--- src/rtl/spq_pkg.sv ---
// Shared types and constants for the sorted priority queue.
// No dependencies.
package spq_pkg;

  localparam int CAPACITY = 16;
  localparam int CNT_W    = $clog2(CAPACITY + 1);

  localparam logic       OP_PUSH   = 1'b0;
  localparam logic       OP_POP    = 1'b1;
  localparam logic [1:0] ST_OK     = 2'd0;
  localparam logic [1:0] ST_EMPTY  = 2'd1;
  localparam logic [1:0] ST_FULL   = 2'd2;

  typedef struct packed {
    logic               operation;
    logic signed [31:0] entry_value;
    logic signed [31:0] entry_priority;
  } in_word_t;

  typedef struct packed {
    logic        [1:0]  status;
    logic signed [31:0] out_value;
    logic signed [31:0] out_priority;
    logic        [4:0]  fill_level;
  } out_word_t;

  typedef struct packed {
    logic signed [31:0] value;
    logic signed [31:0] prio;
  } entry_t;

  // per-cycle command broadcast to every cell
  typedef struct packed {
    logic push;
    logic pop;
  } cell_cmd_t;

endpackage

--- src/rtl/sorted_priority_queue.sv ---
// Sorted priority queue of CAPACITY entries built as a chain of slot cells.
// The result word for an accepted word is in the output register in the next cycle.
// Throughput: one push or pop per cycle while in_stall is low; every cell compares and shifts at once.
// Reset (rst_n, synchronous, low) clears the fill count and output valid;
// slot contents are undefined until written.
module sorted_priority_queue (
  input  logic               clk,
  input  logic               rst_n,
  input  logic               in_valid,
  output logic               in_stall,
  input  spq_pkg::in_word_t  in_word,
  output logic               out_valid,
  input  logic               out_stall,
  output spq_pkg::out_word_t out_word
);
  import spq_pkg::*;

  logic [CNT_W-1:0] count_r, count_nxt;
  logic             out_valid_r;
  out_word_t        out_word_r, out_word_nxt;

  logic      accept;
  logic      full, empty;
  cell_cmd_t cmd;
  entry_t    new_ent;
  entry_t    ents  [CAPACITY];
  logic      keeps [CAPACITY];

  // output register frees up as soon as the current word is taken
  assign in_stall  = out_valid_r && out_stall;
  assign accept    = in_valid && !in_stall;
  assign out_valid = out_valid_r;
  assign out_word  = out_word_r;

  assign full  = (count_r == CNT_W'(CAPACITY));
  assign empty = (count_r == '0);

  assign new_ent.value = in_word.entry_value;
  assign new_ent.prio  = in_word.entry_priority;

  // dropped pushes and empty pops leave the chain alone
  assign cmd.push = accept && (in_word.operation == OP_PUSH) && !full;
  assign cmd.pop  = accept && (in_word.operation == OP_POP) && !empty;

  // Cells: head at index 0. Occupancy comes from the fill count, so the
  // insert point is the first cell that is empty or holds a lower priority.
  for (genvar i = 0; i < CAPACITY; i++) begin : g_cell
    logic   occ;
    entry_t left_ent, right_ent;
    logic   left_keep;

    assign occ = (CNT_W'(i) < count_r);

    if (i == 0) begin : g_head
      assign left_ent  = new_ent;
      assign left_keep = 1'b1;
    end else begin : g_mid
      assign left_ent  = ents[i-1];
      assign left_keep = keeps[i-1];
    end

    if (i == CAPACITY - 1) begin : g_tail
      assign right_ent = ents[i];   // vacated slot, contents don't matter
    end else begin : g_body
      assign right_ent = ents[i+1];
    end

    spq_cell u_cell (
      .clk       (clk),
      .cmd       (cmd),
      .occ       (occ),
      .new_ent   (new_ent),
      .left_ent  (left_ent),
      .left_keep (left_keep),
      .right_ent (right_ent),
      .ent       (ents[i]),
      .keep      (keeps[i])
    );
  end

  always_comb begin
    count_nxt    = count_r;
    out_word_nxt = out_word_r;
    if (accept) begin
      out_word_nxt.status       = ST_OK;
      out_word_nxt.out_value    = '0;
      out_word_nxt.out_priority = '0;
      if (in_word.operation == OP_PUSH) begin
        if (full) begin
          out_word_nxt.status = ST_FULL;
        end else begin
          count_nxt = count_r + CNT_W'(1);
        end
      end else begin
        if (empty) begin
          out_word_nxt.status = ST_EMPTY;
        end else begin
          out_word_nxt.out_value    = ents[0].value;
          out_word_nxt.out_priority = ents[0].prio;
          count_nxt = count_r - CNT_W'(1);
        end
      end
      out_word_nxt.fill_level = 5'(count_nxt);
    end
  end

  always_ff @(posedge clk) begin
    if (!rst_n) begin
      count_r     <= '0;
      out_valid_r <= 1'b0;
    end else begin
      count_r <= count_nxt;
      if (accept) begin
        out_valid_r <= 1'b1;
      end else if (!out_stall) begin
        out_valid_r <= 1'b0;
      end
    end
    out_word_r <= out_word_nxt;
  end

endmodule

--- src/rtl/spq_cell.sv ---
// One slot of the sorted chain: holds an entry, shifts toward tail on push
// and toward head on pop. Depends on spq_pkg.
module spq_cell (
  input  logic               clk,
  input  spq_pkg::cell_cmd_t cmd,
  input  logic               occ,
  input  spq_pkg::entry_t    new_ent,
  input  spq_pkg::entry_t    left_ent,
  input  logic               left_keep,
  input  spq_pkg::entry_t    right_ent,
  output spq_pkg::entry_t    ent,
  output logic               keep
);
  import spq_pkg::*;

  entry_t ent_r;
  entry_t ent_nxt;

  // stays put on push: occupied and not lower than the incoming priority
  assign keep = occ && !(ent_r.prio < new_ent.prio);
  assign ent  = ent_r;

  always_comb begin
    ent_nxt = ent_r;
    if (cmd.push) begin
      if (!keep) begin
        ent_nxt = left_keep ? new_ent : left_ent;
      end
    end else if (cmd.pop) begin
      ent_nxt = right_ent;
    end
  end

  always_ff @(posedge clk) begin
    ent_r <= ent_nxt;
  end

endmodule

--- config.mk ---
export PLATFORM = sky130hd
export DESIGN_NAME = sorted_priority_queue
export DESIGN_NICKNAME = d
export VERILOG_FILES = /design/src/rtl/spq_pkg.sv /design/src/rtl/sorted_priority_queue.sv /design/src/rtl/spq_cell.sv
export SDC_FILE = /design/constraint.sdc
export NUM_CORES = 2
export LEC_CHECK = 0
export BUFFER_PORTS_ARGS = -buffer_cell sky130_fd_sc_hd__buf_2
export CORE_MARGIN = 3
export CORE_UTILIZATION = 30
export CTS_BUF_LIST = sky130_fd_sc_hd__clkbuf_16
export CTS_CLUSTER_DIAMETER = 200
export DETAILED_ROUTE_END_ITERATION = 10
export PLACE_DENSITY = 0.56
export SLEW_MARGIN = 0
export SYNTH_ARGS = -nofsm -noshare
export SYNTH_HDL_FRONTEND = slang
export SYNTH_HIERARCHICAL = 1
export SYNTH_SLANG_ARGS = --single-unit
--- constraint.sdc ---
create_clock -name clk -period 13.2 [get_ports clk]
set_input_delay 2.64 -clock clk [delete_from_list [all_inputs] [get_ports clk]]
set_output_delay 2.64 -clock clk [all_outputs]
set_load 0.05 [all_outputs]
==> metrics.yaml <==
outcome: "finished, final reports clean"
finalSetupTns_ps: 0
cp_top_family: "buffers and inverters"
post-dp-hpwl_um: 134200
clkTransAtPathRegs_ps: 60
drt_wl_total_um: 201300
first_pass_iters: 9
slew_headroom_pct: 16.38
clock_latency_ps: 790
timing_hold_violations_final: 0
p_total_mw: 11.22
cts_buffers: 133
routabilityCongestion: 0.8410
required_ps: 13680
post-route-min-period_ps: 7375
cts_max_level: 4
die_y_um: 481.9
vdd_drop_max_mv: 0.1302
fill_cells: 22771
grt_pass1_wl_um: 306300
grt_max_degree: 256
dieWidth_um: 481.9
rsz0062_at_grt: "no"
utilization_pct: 33.95
setup_ws_ps: 5825
end_kind: "register"
crit_fanout: 36
initial_core_util_pct: 30.19
finalNonFillerCells: 9715
cellLeakagePower_nw: 28.62
cap_violations: 0
hp-class: "reg2reg"
slew_violations: 0
post-place-ws_ps: 5020
worst_slew_pin_slew_ps: 1254
clock_path_buffers: 3
place_inst: 9464
cp-startpoint: "in_word[2]"
worst-setup-path-type: "in2reg"
cts_hold_buf: 0
dr_total_vias: 50261
synth_fp_nets: 7151
crit_chain: "buf_2 -> inv_1 -> ha_1 -> a211o_1 -> a31oi_1 -> o311a_1 -> o41ai_2 -> a31oi_1 -> mux2i_4 -> buf_4 -> buf_4 -> mux2i_1 -> a21oi_1"
ys_warn_count: 6
post_cts_buffers: 0
timing.final.crit_share_pct: 55.87
slowest_stage: "o41ai_2"
skew_ps: 32.54
hp-start: "g_cell[0].u_cell/ent[39]"
syn_area_um2: 67960
antenna_found_initial: 25
cp-start-kind: "input pin"
timing.hold.ws_ps: 559.4
path_buf_inv: 4
cts_resized: 0
rows: 174
routedWlPerCell_um: 20.72
area_growth_pct: 12.45
synth_area_per_cell_um2: 10.32
core-area_um2: 225100
vias_per_cell: 5.174
cp_slowest_stage_delay_ps: 900
place.port_buffers: 141
cts_tree: "done"
cts_sinks: 1101
grt.total_usage_pct: 16.89
drtIter0Drc: 4428
io_pins: 142
setup_violations: 0
layout.nets: 7176
grt_pass1_vias: 49836
drc: 0
powerDensity_nw_per_um2: 146.8
drive_above_1_share_pct: 7.485
fmax_mhz: 135.6
synthCells: 6582
ant_nets: 0
final_cell_area_um2: 76420
cts_root_buf: "clkbuf_16"
place_area_um2: 72050
crit_arrival_ps: 7860
grt_overflow: 0
r2r-start: "count_r[1]"
dieArea_um2: 232300
-- power by group --
part	internal (mW)	switching, mW	total [mW]
Sequential	4.54	0.345	4.89
Combinational	0.912	1.74	2.65
Clock	2.12	1.55	3.68
-- worst reg2reg max path, stage by stage (launching register included) --
cell and delay, ps:
dfxtp_1 500, inv_1 170, ha_1 340, nand3_1 150
nor3b_2 160, buf_4 660, buf_4 950, nor2_1 240
a211oi_4 480, buf_4 530, buf_4 690
-- routing by layer --
layer  track usage, %  up-vias  part of all wire (%)
li1                 -    23908                     -
met1            24.10    24811                    47
met2            26.40     1264                    45
met3            2.820      266                   6.2
met4            4.560       12                   2.3
met5                0        -                 0.031
-- registers in the layout (all words and copies together), names as in the netlist --
register           flops
out_valid              1
count_r                5
g_cell.u_cell/ent   1024
out_word              71
-- layout by cell type, fill, tap and decap left out, drive strengths merged, types with 14 or more instances in the layout --
cell type / n
or4b: 14
and2: 70
a21oi: 1229
nor4: 16
nand2b: 28
nor2: 1113
nand4: 70
clkbuf: 135
diode: 16
edfxtp: 1095
buf: 240
o21ai: 82
ha: 500
o211ai: 19
a211oi: 19
a21o: 18
nand2: 186
and3: 32
a221oi: 16
mux2i: 1037
nand3: 37
a31oi: 26
clkinv: 56
inv: 557
-- worst paths after layout --
kind	end	slack, ps	cells past startpoint
hold / removal	out_word[44]	560	1
hold reg to reg	out_word[44]	560	1
setup reg to reg	g_cell[7].u_cell/ent[5]	7890	10
setup / recovery	g_cell[12].u_cell/ent[59]	5820	13
-- final cells by class --
| cell class | instances | area, um^2 | area share (%) |
|---|---|---|---|
| Timing Repair Buffer | 240 | 1486 | 1.945 |
| Antenna cell | 16 | 40.04 | 0.05239 |
| Sequential cell | 1101 | 33000 | 43.18 |
| Clock inverter | 100 | 945.9 | 1.238 |
| Multi-Input combinational cell | 4603 | 31840 | 41.66 |
| Inverter | 528 | 1984 | 2.597 |
| Tap cell | 2992 | 3744 | 4.899 |
| Clock buffer | 135 | 3378 | 4.421 |
(Power assumes the default switching activity.)
